### src/rtl/kxc_pkg.sv
// Shared constants and types for the keyed XOR cipher with checksum.
// No dependencies; every other file in this block imports this package.
package kxc_pkg;

  localparam int MAX_KEY_BYTES = 48;
  localparam int KEY_WORDS     = 6;
  localparam int KEY_WORD_W    = 64;
  localparam int KEY_POS_W     = 6;
  localparam int DATA_W        = 8;
  localparam int HASH_W        = 32;
  localparam int HASH_SHIFT    = 5;
  localparam int CFG_IDX_W     = 3;
  localparam int CFG_DATA_W    = KEY_WORD_W;
  localparam int IN_TDATA_W    = DATA_W + HASH_W;
  localparam int OUT_TDATA_W   = DATA_W + HASH_W;

  typedef enum logic [CFG_IDX_W-1:0] {
    CFG_MODE    = 3'd0,
    CFG_KEY_LEN = 3'd1,
    CFG_KEY_W0  = 3'd2,
    CFG_KEY_W1  = 3'd3,
    CFG_KEY_W2  = 3'd4,
    CFG_KEY_W3  = 3'd5,
    CFG_KEY_W4  = 3'd6,
    CFG_KEY_W5  = 3'd7
  } cfg_idx_t;

  // Settings seen by the datapath. key_len is already clamped to 1..MAX_KEY_BYTES.
  typedef struct packed {
    logic                                  mode;
    logic [KEY_POS_W-1:0]                  key_len;
    logic [KEY_WORDS-1:0][KEY_WORD_W-1:0]  key_words;
  } kxc_cfg_t;

endpackage

### src/rtl/keyed_xor_cipher_with_checksum_unit.sv
// Keyed XOR cipher with times-33 checksum, top level. Takes one byte per cycle while
// the output is not stalled and returns its result in the cycle after acceptance; the
// hash and key position recurrence sets that rate. Configure only while no item is in flight.
// Depends on kxc_pkg, kxc_cfg_regs and kxc_datapath.
module keyed_xor_cipher_with_checksum_unit (
  input  logic                             clk,
  input  logic                             rst_n,
  input  logic                             cfg_we,
  input  logic [kxc_pkg::CFG_IDX_W-1:0]    cfg_index,
  input  logic [kxc_pkg::CFG_DATA_W-1:0]   cfg_wdata,
  input  logic                             in_tvalid,
  output logic                             in_tready,
  input  logic [kxc_pkg::IN_TDATA_W-1:0]   in_tdata,   // data_byte, expected_checksum
  input  logic                             in_tlast,
  output logic                             out_tvalid,
  input  logic                             out_tready,
  output logic [kxc_pkg::OUT_TDATA_W-1:0]  out_tdata,  // out_byte, running_hash
  output logic                             out_tlast,
  output logic                             out_tuser   // checksum_match
);
  import kxc_pkg::*;

  kxc_cfg_t          cfg;
  logic [DATA_W-1:0] res_byte;
  logic [HASH_W-1:0] res_hash;

  kxc_cfg_regs u_cfg_regs (
    .clk       (clk),
    .rst_n     (rst_n),
    .cfg_we    (cfg_we),
    .cfg_index (cfg_index),
    .cfg_wdata (cfg_wdata),
    .cfg       (cfg)
  );

  kxc_datapath u_datapath (
    .clk           (clk),
    .rst_n         (rst_n),
    .cfg           (cfg),
    .in_valid      (in_tvalid),
    .in_ready      (in_tready),
    .in_data_byte  (in_tdata[DATA_W-1:0]),
    .in_last       (in_tlast),
    .in_expected   (in_tdata[DATA_W +: HASH_W]),
    .out_valid     (out_tvalid),
    .out_ready     (out_tready),
    .out_data_byte (res_byte),
    .out_hash      (res_hash),
    .out_last      (out_tlast),
    .out_match     (out_tuser)
  );

  assign out_tdata = {res_hash, res_byte};

endmodule

### src/rtl/kxc_cfg_regs.sv
// Configuration register file: mode, clamped key length and the six key words.
// Depends on kxc_pkg.
module kxc_cfg_regs (
  input  logic                            clk,
  input  logic                            rst_n,
  input  logic                            cfg_we,
  input  logic [kxc_pkg::CFG_IDX_W-1:0]   cfg_index,
  input  logic [kxc_pkg::CFG_DATA_W-1:0]  cfg_wdata,
  output kxc_pkg::kxc_cfg_t               cfg
);
  import kxc_pkg::*;

  kxc_cfg_t             cfg_r;
  kxc_cfg_t             cfg_nxt;
  logic [KEY_POS_W-1:0] len_raw;
  logic [KEY_POS_W-1:0] len_clamped;

  assign len_raw = cfg_wdata[KEY_POS_W-1:0];

  // A zero length behaves as one; anything past the key store saturates.
  always_comb begin
    if (len_raw == '0) begin
      len_clamped = KEY_POS_W'(1);
    end else if (len_raw > KEY_POS_W'(MAX_KEY_BYTES)) begin
      len_clamped = KEY_POS_W'(MAX_KEY_BYTES);
    end else begin
      len_clamped = len_raw;
    end
  end

  always_comb begin
    cfg_nxt = cfg_r;
    if (cfg_we) begin
      unique case (cfg_idx_t'(cfg_index))
        CFG_MODE:    cfg_nxt.mode = cfg_wdata[0];
        CFG_KEY_LEN: cfg_nxt.key_len = len_clamped;
        CFG_KEY_W0:  cfg_nxt.key_words[0] = cfg_wdata;
        CFG_KEY_W1:  cfg_nxt.key_words[1] = cfg_wdata;
        CFG_KEY_W2:  cfg_nxt.key_words[2] = cfg_wdata;
        CFG_KEY_W3:  cfg_nxt.key_words[3] = cfg_wdata;
        CFG_KEY_W4:  cfg_nxt.key_words[4] = cfg_wdata;
        CFG_KEY_W5:  cfg_nxt.key_words[5] = cfg_wdata;
        default:     cfg_nxt = cfg_r;
      endcase
    end
  end

  always_ff @(posedge clk) begin
    if (!rst_n) begin
      cfg_r.mode      <= 1'b0;
      cfg_r.key_len   <= KEY_POS_W'(1);
      cfg_r.key_words <= '0;
    end else begin
      cfg_r <= cfg_nxt;
    end
  end

  assign cfg = cfg_r;

endmodule

### src/rtl/kxc_datapath.sv
// Per-item datapath: key byte select, XOR, times-33 hash update, key position
// tracking and the result register. Depends on kxc_pkg.
module kxc_datapath (
  input  logic                          clk,
  input  logic                          rst_n,
  input  kxc_pkg::kxc_cfg_t             cfg,
  input  logic                          in_valid,
  output logic                          in_ready,
  input  logic [kxc_pkg::DATA_W-1:0]    in_data_byte,
  input  logic                          in_last,
  input  logic [kxc_pkg::HASH_W-1:0]    in_expected,
  output logic                          out_valid,
  input  logic                          out_ready,
  output logic [kxc_pkg::DATA_W-1:0]    out_data_byte,
  output logic [kxc_pkg::HASH_W-1:0]    out_hash,
  output logic                          out_last,
  output logic                          out_match
);
  import kxc_pkg::*;

  logic [HASH_W-1:0]    hash_r, hash_nxt;
  logic [KEY_POS_W-1:0] pos_r, pos_nxt;
  logic                 out_valid_r;
  logic [DATA_W-1:0]    byte_r;
  logic [HASH_W-1:0]    res_hash_r;
  logic                 last_r;
  logic                 match_r;

  logic                 in_fire;
  logic [KEY_POS_W-1:0] pos_use;
  logic [KEY_POS_W-1:0] pos_inc;
  logic [DATA_W-1:0]    key_byte;
  logic [DATA_W-1:0]    xor_byte;
  logic [DATA_W-1:0]    plain;
  logic [HASH_W-1:0]    hash_upd;
  logic                 match;

  // The result register frees up in the same cycle its item is taken.
  assign in_ready = !out_valid_r || out_ready;
  assign in_fire  = in_valid && in_ready;

  // A position left beyond a shortened key restarts at the first key byte.
  assign pos_use  = (pos_r >= cfg.key_len) ? '0 : pos_r;
  assign key_byte = cfg.key_words[pos_use[KEY_POS_W-1:3]][{pos_use[2:0], 3'b000} +: DATA_W];
  assign xor_byte = in_data_byte ^ key_byte;
  assign plain    = cfg.mode ? xor_byte : in_data_byte;
  assign hash_upd = (hash_r << HASH_SHIFT) + hash_r
                  + {{(HASH_W-DATA_W){plain[DATA_W-1]}}, plain};
  assign match    = in_last && cfg.mode && (hash_upd == in_expected);
  assign pos_inc  = pos_use + KEY_POS_W'(1);

  always_comb begin
    hash_nxt = hash_r;
    pos_nxt  = pos_r;
    if (in_fire) begin
      if (in_last) begin
        hash_nxt = '0;
        pos_nxt  = '0;
      end else begin
        hash_nxt = hash_upd;
        pos_nxt  = (pos_inc >= cfg.key_len) ? '0 : pos_inc;
      end
    end
  end

  always_ff @(posedge clk) begin
    if (!rst_n) begin
      hash_r      <= '0;
      pos_r       <= '0;
      out_valid_r <= 1'b0;
    end else begin
      hash_r <= hash_nxt;
      pos_r  <= pos_nxt;
      if (in_fire) begin
        out_valid_r <= 1'b1;
      end else if (out_ready) begin
        out_valid_r <= 1'b0;
      end
    end
  end

  always_ff @(posedge clk) begin
    if (in_fire) begin
      byte_r     <= xor_byte;
      res_hash_r <= hash_upd;
      last_r     <= in_last;
      match_r    <= match;
    end
  end

  assign out_valid     = out_valid_r;
  assign out_data_byte = byte_r;
  assign out_hash      = res_hash_r;
  assign out_last      = last_r;
  assign out_match     = match_r;

`ifndef SYNTH
  a_pos_in_store: assert property (@(posedge clk) disable iff (!rst_n)
    pos_r < KEY_POS_W'(MAX_KEY_BYTES))
    else $error("key position ran past the key store");

  a_last_clears: assert property (@(posedge clk) disable iff (!rst_n)
    in_fire && in_last |=> hash_r == '0 && pos_r == '0)
    else $error("hash or key position not cleared after the last item");

  a_match_on_last: assert property (@(posedge clk) disable iff (!rst_n)
    out_valid_r && match_r |-> last_r)
    else $error("checksum match flagged on an item that is not last");

  a_fire_loads: assert property (@(posedge clk) disable iff (!rst_n)
    in_fire |=> out_valid_r)
    else $error("accepted item did not reach the result register");
`endif

endmodule
### config.mk
export PLATFORM = sky130hd
export DESIGN_NAME = keyed_xor_cipher_with_checksum_unit
export DESIGN_NICKNAME = d
export VERILOG_FILES = /design/src/rtl/kxc_pkg.sv /design/src/rtl/keyed_xor_cipher_with_checksum_unit.sv /design/src/rtl/kxc_cfg_regs.sv /design/src/rtl/kxc_datapath.sv
export SDC_FILE = /design/constraint.sdc
export NUM_CORES = 1
export LEC_CHECK = 0
export ABC_CLOCK_PERIOD_IN_PS = 6500
export BUFFER_PORTS_ARGS = -buffer_cell sky130_fd_sc_hd__buf_2
export CAP_MARGIN = 20
export CORE_MARGIN = 3
export CORE_UTILIZATION = 25
export DETAILED_ROUTE_END_ITERATION = 8
export PLACE_DENSITY_LB_ADDON = 0.25
export SLEW_MARGIN = 10
export SYNTH_ARGS = -nofsm -noshare
export SYNTH_HDL_FRONTEND = slang
export SYNTH_SLANG_ARGS = --single-unit
### constraint.sdc
create_clock -name clk -period 6.5 [get_ports clk]
set_input_delay 0.975 -clock clk [delete_from_list [all_inputs] [get_ports clk]]
set_output_delay 0.975 -clock clk [all_outputs]
set_load 0.005 [all_outputs]
==> impl_metrics.toml, run 1 <==
[worst_setup_path]
end_kind = "register"
worstReg2RegEnd = "u_datapath.out_match$_DFFE_PP_"
rr_worst_depth = 27
path_max_fanout = 12
path_class = "register to register"
r2r_slack_ps = 80
r2r_start = "u_datapath.pos_r[4]$_SDFFE_PN0P_"
required_ps = 6960
crit_arrival_ps = 6880
startpoint_type = "register"

[route]
drtIter0Drc = 1618
ant_nets = 0
vias_per_cell = 4.85
drt-total-wl_um = 90600
drcViolationCount = 0
vias = 22400
wl_per_cell_um = 19.6
dr.pass1.iters = 7

[clocking]
cts_buffers = 54
ctsHtreeMaxLevel = 2
cts_tree = "built"
cts-root-buf = "clkbuf_16"
clk_latency_ps = 650
clk_pin_slew_ps = 60
cts_hold_buf = 0
cts_sinks = 472
cts.path.max_buffers = 3

[power]
p_int_mw = 5.59
p_leak_nw = 11.3
peakVddDrop_mv = 0.185
power_mw = 7.88
switchingPower_mw = 2.29
p_per_area_mw_per_mm2 = 257
power_frac_comb = 0.201
seqPwrFrac = 0.397
swShare = 0.290
clkPwrFrac = 0.403

[finish]
final_nets = 3505
final_area_mm2 = 0.0307
area_growth_pct = 28.6
drive_above_1_share = 0.220

[sta]
drv_slew = 0
max_freq_ghz = 0.156
tightestPinTransition_ps = 1110
finalSetupViolCount = 0
slew-limit-headroom = 0.256
setup_slack_ps = 79.1
skew_ps = 46.5
hold_viol = 0
rsz0062_at_grt = "yes"
min_period_over_period = 0.988
fin_crit_ps = 6420

[synthesis]
netlist_instances = 3008
ys_seq_area_frac = 0.414
synth.avg_cell_area_um2 = 7.93
synth-main-ff-cell = "dfxtp_1"
synth_nets = 3196
synth_top_cell_area_share = 0.361
syn_area_mm2 = 0.0239
synth.largest_area_cell = "dfxtp_1"
synth-seq-cells = 472
synth_warnings = 0
synthTopCellsByCount = "nand2_1 (910), a21oi_1 (463), dfxtp_1 (430)"
synth_edf_count = 42
yosysMostFrequentCell = "nand2_1"
netlist_top_cells_area = "dfxtp_1 (36%), nand2_1 (14%), a21oi_1 (9.7%), edfxtp_1 (5.3%), mux2i_1 (2.9%)"
async_reset_ff_frac = 0
yosysUniqueCellTypes = 93

[hold_path]
hp-class = "register to register"
worstHoldEndpoint = "u_cfg_regs.cfg[284]$_SDFFE_PN0P_"
hp-start = "u_cfg_regs.cfg[284]$_SDFFE_PN0P_"
min_path_cells = 2

[floorplan]
coreArea_mm2 = 0.0940
chipHeight_um = 315
rows = 112
die_w_um = 315
die_area_mm2 = 0.0992
start_util = 0.254
io_pins = 157

[placed_design]
placed_area_mm2 = 0.0278
hpwl_um = 61000
place_ws_ps = -540
port_buffers = 156
gp_congestion = 0.867

[grt]
grt_overflow = 0
grt_usage = 0.176
antenna_found_initial = 8
grt_max_degree = 158
grt_first_pass_wirelength_um = 135000
grt_pass1_vias = 21300

[job]
drv_cap = 0

[status]
status = "completed"
-- state kept, by name, indices dropped and copies added (netlist names) --
register and count:
u_datapath.out_hash 32, u_cfg_regs.cfg 391, u_datapath.hash_r 32, u_datapath.out_data_byte 8, u_datapath.out_last 1, u_datapath.pos_r 6, u_datapath.out_match 1, u_datapath.out_valid 1
-- routing by layer --
layer	routed length [um]	GRT usage	share of wire
met1	41100	0.240	0.45
met2	42300	0.290	0.47
met3	4920	0.0279	0.054
met4	2250	0.0439	0.025
met5	46	0	0.00051
-- layout make-up --
cell class	count	area, um^2
clock inverter	29	332
sequential	472	9870
fill	10100	63300
clock buffer	72	1510
antenna	3	7.51
multi-input combinational	2191	13400
tap	1254	1570
timing repair buffer	484	3580
inverter	114	438
-- cells by family (layout without fill, tap and decap cells) --
| family | count (synthesis) | in the layout | synth area share |
|---|---|---|---|
| and+or+nand+nor | 1150 | 1150 | 0.194 |
| DFF | 472 | 472 | 0.414 |
| other | 0 | 3 | 0 |
| muxes | 93 | 93 | 0.0422 |
| adders and majority gates | 75 | 75 | 0.0478 |
| buffers and inverters | 345 | 699 | 0.0599 |
| AOI/OAI and AO/OA | 797 | 797 | 0.212 |
| xor gates and xnor gates | 76 | 76 | 0.0308 |
-- power groups by stage --
| stage | Sequential [mW] | Combinational [mW] | Clock, mW |
|---|---|---|---|
| finish | 3.13 | 1.58 | 3.17 |
| CTS | 3.13 | 1.52 | 3.27 |
| global placement | 3.19 | 1.49 | 0 |
| floorplan | 3.18 | 0.780 | 0 |
| global route | 3.14 | 1.73 | 3.38 |
| detailed placement | 3.19 | 1.49 | 0 |
-- cells in the final DEF, fill, tap and decap left out, types with 13 or more instances in the layout --
cell,instances
nand2_1,905
a21oi_1,456
dfxtp_1,429
buf_4,298
buf_2,156
inv_1,106
nor2_1,79
nand3_1,62
mux2i_1,57
o221ai_1,55
clkbuf_16,55
edfxtp_1,42
xnor2_1,37
ha_1,37
a22oi_1,32
xor2_1,29
fa_1,25
a211oi_1,22
buf_12,21
a31oi_1,20
o21ai_0,17
and3_1,15
nor3_1,15
a211oi_2,15
clkinv_2,13
-- worst max path at each step --
stage	startpoint	end	slack, ps
2_1_floorplan	u_datapath.pos_r[0]$_SDFFE_PN0P_	u_datapath.out_match$_DFFE_PP_	360
3_3_place_gp	u_cfg_regs.cfg[388]$_SDFFE_PN0P_	u_datapath.out_match$_DFFE_PP_	-350
3_5_place_dp	u_cfg_regs.cfg[388]$_SDFFE_PN0P_	u_datapath.out_match$_DFFE_PP_	-540
4_1_cts	u_cfg_regs.cfg[388]$_SDFFE_PN0P_	u_datapath.out_match$_DFFE_PP_	0.6
5_1_grt	u_cfg_regs.cfg[388]$_SDFFE_PN0P_	u_datapath.out_match$_DFFE_PP_	-190
6_report	u_datapath.pos_r[4]$_SDFFE_PN0P_	u_datapath.out_match$_DFFE_PP_	80
-- timing repair --
| item | 4_1_cts | 5_1_grt |
|---|---|---|
| setup buffers | 3 | 24 |
| setup endpoints to repair | 9 | 15 |
| resized for setup | 40 | 111 |
| cloned | 1 | 1 |
| pin swaps | 11 | 36 |
-- worst max-delay path, stage by stage (launching register included) --
cell	delay (ps)
dfxtp_1	390
ha_4	230
a21o_4	250
a211oi_4	240
a21boi_4	230
buf_12	170
buf_12	160
mux2i_2	270
mux2i_2	120
a211oi_2	250
buf_4	150
a211oi_2	40
a211o_2	380
nand2_1	140
xnor2_2	120
fa_2	450
ha_1	240
or2_1	260
or3_1	360
o22ai_4	160
buf_4	150
xnor2_1	150
xnor2_1	200
o311ai_2	190
a311oi_1	260
and4_1	250
o2111ai_2	160
nor4_2	260
-- per-stage QoR --
step	TNS (ps)	hold WS [ps]	util	instances
floorplan	0	432	-	3008
global placement	-738	440	0.296	4488
detailed placement	-1670	444	0.296	4488
CTS	0	453	0.318	4593
global route	-193	467	0.326	4617
finish	0	451	0.326	4619
(Power assumes the default switching activity.)
==> run 2: changes to the inputs <==
--- a/config.mk
+++ b/config.mk
@@ -5,6 +5,7 @@
 export SDC_FILE = /design/constraint.sdc
 export NUM_CORES = 1
 export LEC_CHECK = 0
+export ABC_AREA = 1
 export ABC_CLOCK_PERIOD_IN_PS = 6500
 export BUFFER_PORTS_ARGS = -buffer_cell sky130_fd_sc_hd__buf_2
 export CAP_MARGIN = 20
==> impl_metrics.toml, run 2 <==
[power]
p_int_mw = 5.35
seqPwrFrac = 0.420
swShare = 0.295
p_per_area_mw_per_mm2 = 275
switchingPower_mw = 2.24
p_leak_nw = 12.1
peakVddDrop_mv = 0.200
power_frac_comb = 0.171
clkPwrFrac = 0.409

[floorplan]
die_area_mm2 = 0.0978
die_w_um = 313
rows = 111
start_util = 0.254
chipHeight_um = 313
coreArea_mm2 = 0.0925
io_pins = 157

[placed_design]
dp.cells = 4450
place_ws_ps = 233
port_buffers = 156
gp_congestion = 0.840
hpwl_um = 54900

[route]
wl_per_cell_um = 19.4
vias = 21900
drt-total-wl_um = 88800
ant_nets = 0
drcViolationCount = 0
vias_per_cell = 4.80
drtIter0Drc = 1588
dr.pass1.iters = 5

[synthesis]
synthMuxAreaShare = 0.0119
ys_seq_area_frac = 0.420
netlist_instances = 3198
synth_compound_area_frac = 0.186
yosys.area_share.simple = 0.233
synthTopCellsByCount = "nor2_1 (801), o21ai_0 (463), dfxtp_1 (430)"
synth_top_cell_area_share = 0.366
synth_edf_count = 42
yosysMostFrequentCell = "nor2_1"
async_reset_ff_frac = 0
yosysUniqueCellTypes = 56
synth_nets = 3386
synth.largest_area_cell = "dfxtp_1"
synth_warnings = 0
syn_area_mm2 = 0.0235
synth-xor-area-share = 0.0174
synth_top_family_by_area = "simple AND/OR/NAND/NOR gates"
synth.avg_cell_area_um2 = 7.36
synth-main-ff-cell = "dfxtp_1"
synth-seq-cells = 472
netlist_top_cells_area = "dfxtp_1 (37%), nor2_1 (13%), o21ai_0 (9.9%), edfxtp_1 (5.4%), nand2_1 (4.8%)"
synth_adder_area_share = 0.0485

[worst_setup_path]
crit_top_cell = "nand3_1"
cpPeakStageDelay_ps = 510
required_ps = 6890
path_max_fanout = 14
critPathSlowestCell = "fa_1"
r2r_start = "u_cfg_regs.cfg[389]$_SDFFE_PN0P_"
startpoint_type = "register"
path_class = "register to register"
crit_arrival_ps = 6360
end_kind = "register"
cp-startpoint = "u_cfg_regs.cfg[389]$_SDFFE_PN0P_"

[finish]
largest_reg_flops = 391
fin_cells = 4567
layout_commonest_cell = "nor2_1"
drive_above_1_share = 0.119
fin_util = 0.298
area_growth_pct = 17.3
fill_cells = 10200
final_nets = 3460
most-common-layout-cells = "nor2_1 (794), o21ai_0 (461), dfxtp_1 (429)"

[sta]
setup_slack_ps = 528
timing.hold.ws_ps = 455
tightestPinTransition_ps = 1070
drv_slew = 0
min_period_over_period = 0.919
fin_crit_ps = 5970
rsz0062_at_grt = "no"
max_freq_ghz = 0.167
finalSetupViolCount = 0
hold_viol = 0
tns_ps = 0
slew-limit-headroom = 0.285
skew_ps = 49.4

[grt]
grt_first_pass_wirelength_um = 133000
grt_max_degree = 180
grt_pass1_vias = 21000
grt_overflow = 0
antenna_found_initial = 16
grt_usage = 0.174

[clocking]
cts_sinks = 472
cts_tree = "built"
cts_hold_buf = 0
cts.path.max_buffers = 3
clk_latency_ps = 650
cts_buffers = 55
cts-root-buf = "clkbuf_16"
clk_pin_slew_ps = 60
ctsHtreeMaxLevel = 2

[status]
status = "completed"

[hold_path]
hp-class = "register to register"
hp-start = "u_cfg_regs.cfg[52]$_SDFFE_PN0P_"

[job]
drv_cap = 0
[run 2: cell count changes after synthesis, moves of 40 or more]
cell,delta
a21oi_1,-309
inv_1,+136
mux2i_1,-40
nand2_1,-608
nand3_1,+110
nor2_1,+713
o21ai_0,+442
[run 2: metal layers]
| layer | GRT usage | up-vias | wire length (um) | share of wire |
|---|---|---|---|---|
| li1 | - | 10700 | - | - |
| met1 | 0.234 | 10500 | 40700 | 0.46 |
| met2 | 0.291 | 551 | 41100 | 0.46 |
| met3 | 0.0279 | 137 | 4870 | 0.055 |
| met4 | 0.0416 | 6 | 2090 | 0.024 |
| met5 | 0 | - | 38 | 0.00043 |
[run 2: logic make-up after synthesis]
family	count (synthesis)
multiplexers	28
buffers and inverters	472
flip-flops	472
AO/OA/AOI/OAI	767
adder cells (fa/ha/maj)	75
AND/OR/NAND/NOR	1343
XOR/XNOR	41
[run 2: path summary, 6_finish.rpt]
check / to / slack, ps / cells past startpoint
worst max register to register: u_datapath.out_match$_DFFE_PP_ / 530 / 31
worst min register to register: u_cfg_regs.cfg[52]$_SDFFE_PN0P_ / 450 / 2
worst min-delay path: u_cfg_regs.cfg[52]$_SDFFE_PN0P_ / 450 / 2
worst max-delay path: u_datapath.out_match$_DFFE_PP_ / 530 / 31
[run 2: cell type report]
cell class	instances	area (um^2)	share of cell area
Multi-Input combinational cell	2254	11800	0.428
Sequential cell	472	9870	0.358
Clock buffer	85	1600	0.0579
Timing Repair Buffer	229	1570	0.0569
Tap cell	1243	1560	0.0564
Inverter	260	981	0.0355
Clock inverter	19	200	0.00725
Antenna cell	5	12.5	0.000453
[run 2: metrics by stage]
stage,power [mW],cell area (um^2)
global route,7.97,27600
finish,7.59,27600
detailed placement,4.54,25600
global placement,4.54,25600
floorplan,4.07,23500
CTS,7.67,27400
[run 2: power groups by stage]
| stage | Sequential [mW] | Combinational (mW) | Clock, mW |
|---|---|---|---|
| after floorplan | 3.25 | 0.820 | 0 |
| after global placement | 3.26 | 1.28 | 0 |
| after detailed placement | 3.26 | 1.28 | 0 |
| after CTS | 3.19 | 1.29 | 3.19 |
| after global routing | 3.21 | 1.46 | 3.30 |
| final | 3.19 | 1.30 | 3.10 |
[run 2: critical path, delay by kind of cell (launching register included)]
kind	cells	cell delay, ps
xor+xnor	2	510
simple gates	20	2730
compound gates	1	140
flops	1	320
fa+ha+maj	3	1200
buf+inv	5	810
[run 2: repair_timing]
item	CTS	global route
buffers inserted	0	5
setup endpoints to repair	0	3
gates resized for setup	0	20
==> run 3: changes to the inputs <==
--- a/config.mk
+++ b/config.mk
@@ -6,11 +6,11 @@
 export NUM_CORES = 1
 export LEC_CHECK = 0
 export ABC_AREA = 1
-export ABC_CLOCK_PERIOD_IN_PS = 6500
+export ABC_CLOCK_PERIOD_IN_PS = 7600
 export BUFFER_PORTS_ARGS = -buffer_cell sky130_fd_sc_hd__buf_2
 export CAP_MARGIN = 20
 export CORE_MARGIN = 3
-export CORE_UTILIZATION = 25
+export CORE_UTILIZATION = 54
 export DETAILED_ROUTE_END_ITERATION = 8
 export PLACE_DENSITY_LB_ADDON = 0.25
 export SLEW_MARGIN = 10
==> constraint.sdc (replaced) <==
create_clock -name clk -period 7.6 [get_ports clk]
set_input_delay 1.14 -clock clk [delete_from_list [all_inputs] [get_ports clk]]
set_output_delay 1.14 -clock clk [all_outputs]
set_load 0.005 [all_outputs]
==> impl_metrics.toml, run 3 (same netlist as run 2, synthesis figures left out) <==
[power]
power_mw = 6.16
peakVddDrop_mv = 0.180
p_leak_nw = 11.7
p_per_area_mw_per_mm2 = 237

[floorplan]
io_pins = 157
coreArea_mm2 = 0.0425
chipHeight_um = 215
die_w_um = 215
rows = 75
start_util = 0.553
die_area_mm2 = 0.0461

[placed_design]
port_buffers = 156
hpwl_um = 46300
place_ws_ps = 765
dp.cells = 3760
placed_area_mm2 = 0.0245
gp_congestion = 0.937

[worst_setup_path]
rr_worst_depth = 36
path_class = "register to register"
cpPeakStageDelay_ps = 560
end_kind = "register"
worstReg2RegEnd = "u_datapath.out_match$_DFFE_PP_"
required_ps = 8060
r2r_slack_ps = 510
path_max_fanout = 43
r2r_start = "u_datapath.pos_r[3]$_SDFFE_PN0P_"
startpoint_type = "register"
crit_top_cell = "nand2_1"
crit_arrival_ps = 7550
critPathSlowestCell = "nor2_8"

[finish]
fin_util = 0.612
drive_above_1_share = 0.103
fin_cells = 3851
largest_reg_flops = 391
layout_commonest_cell = "nor2_1"
most-common-layout-cells = "nor2_1 (795), o21ai_0 (463), dfxtp_1 (429)"
area_growth_pct = 10.6
final_area_mm2 = 0.0260
final_nets = 3423

[grt]
grt_usage = 0.308
grt_overflow = 0
grt_max_degree = 162
grt_first_pass_wirelength_um = 116000
grt_pass1_vias = 21500
antenna_found_initial = 3

[sta]
min_period_over_period = 0.932
finalSetupViolCount = 0
slew-limit-headroom = 0.297
fin_crit_ps = 7090
skew_ps = 19.3
timing.hold.ws_ps = 456
tns_ps = 0
tightestPinTransition_ps = 1050
rsz0062_at_grt = "no"
max_freq_ghz = 0.141
setup_slack_ps = 514
drv_slew = 0
hold_viol = 0

[hold_path]
hp-class = "register to register"
hp-start = "u_cfg_regs.cfg[53]$_SDFFE_PN0P_"
min_path_cells = 2
worstHoldEndpoint = "u_cfg_regs.cfg[53]$_SDFFE_PN0P_"

[route]
dr.pass1.iters = 6
drt-total-wl_um = 73200
wl_per_cell_um = 19.0
ant_nets = 0
drcViolationCount = 0
drtIter0Drc = 2659
vias = 22500
vias_per_cell = 5.85

[clocking]
cts-root-buf = "clkbuf_16"
cts_sinks = 472
cts_resized = 0
cts_buffers = 50
cts.path.max_buffers = 3
post_cts_buffers = 0
clk_pin_slew_ps = 60
cts_tree = "built"
clk_latency_ps = 610
cts_hold_buf = 0
ctsHtreeMaxLevel = 2

[job]
drv_cap = 0

[status]
status = "completed"
-- run 3: cell count changes in the layout (fill, tap and decap cells not counted), sizes merged --
cell | previous run | this run
buf | 226 | 196
bufinv | 2 | 1
clkbuf | 88 | 76
clkinv | 18 | 12
clkinvlp | 1 | 2
diode | 5 | 2
inv | 258 | 259
-- run 3: critical path: cells and delay by family (launching register included) --
family	cells	cell delay, ps
compound gates	4	960
xor+xnor	1	100
fa+ha+maj	3	840
buf+inv	7	1720
flops	1	330
simple gates	21	2890
-- run 3: worst max-delay path by stage --
stage / to / slack [ps] / from
3_3_place_gp: u_datapath.out_match$_DFFE_PP_ / 860 / u_datapath.pos_r[3]$_SDFFE_PN0P_
3_5_place_dp: u_datapath.out_match$_DFFE_PP_ / 760 / u_cfg_regs.cfg[389]$_SDFFE_PN0P_
4_1_cts: u_datapath.out_match$_DFFE_PP_ / 720 / u_datapath.pos_r[3]$_SDFFE_PN0P_
6_report: u_datapath.out_match$_DFFE_PP_ / 510 / u_datapath.pos_r[3]$_SDFFE_PN0P_
2_1_floorplan: u_datapath.out_match$_DFFE_PP_ / 2060 / u_cfg_regs.cfg[389]$_SDFFE_PN0P_
5_1_grt: u_datapath.out_match$_DFFE_PP_ / 30 / u_cfg_regs.cfg[389]$_SDFFE_PN0P_
-- run 3: metal layers --
| layer | share of wire | vias to the layer above | GRT usage |
|---|---|---|---|
| li1 | - | 10600 | - |
| met1 | 0.42 | 10600 | 0.416 |
| met2 | 0.45 | 1128 | 0.490 |
| met3 | 0.099 | 173 | 0.0650 |
| met4 | 0.031 | 0 | 0.108 |
| met5 | 0 | - | 0 |
-- run 3: cell type report --
cell class                 instances  area [um^2]
fill                            3832        16500
multi-input combinational       2254        11700
sequential                       472         9870
clock buffer                      75         1450
timing repair buffer             197         1140
inverter                         260          977
tap                              577          722
clock inverter                    14          119
antenna                            2         5.00
-- run 3: power breakdown --
group          switching (mW)  internal [mW]  leakage [nW]
sequential             0.0551           2.67          3.90
combinational           0.703          0.358          7.07
clock                    1.02           1.35         0.769
total                    1.78           4.38          11.7
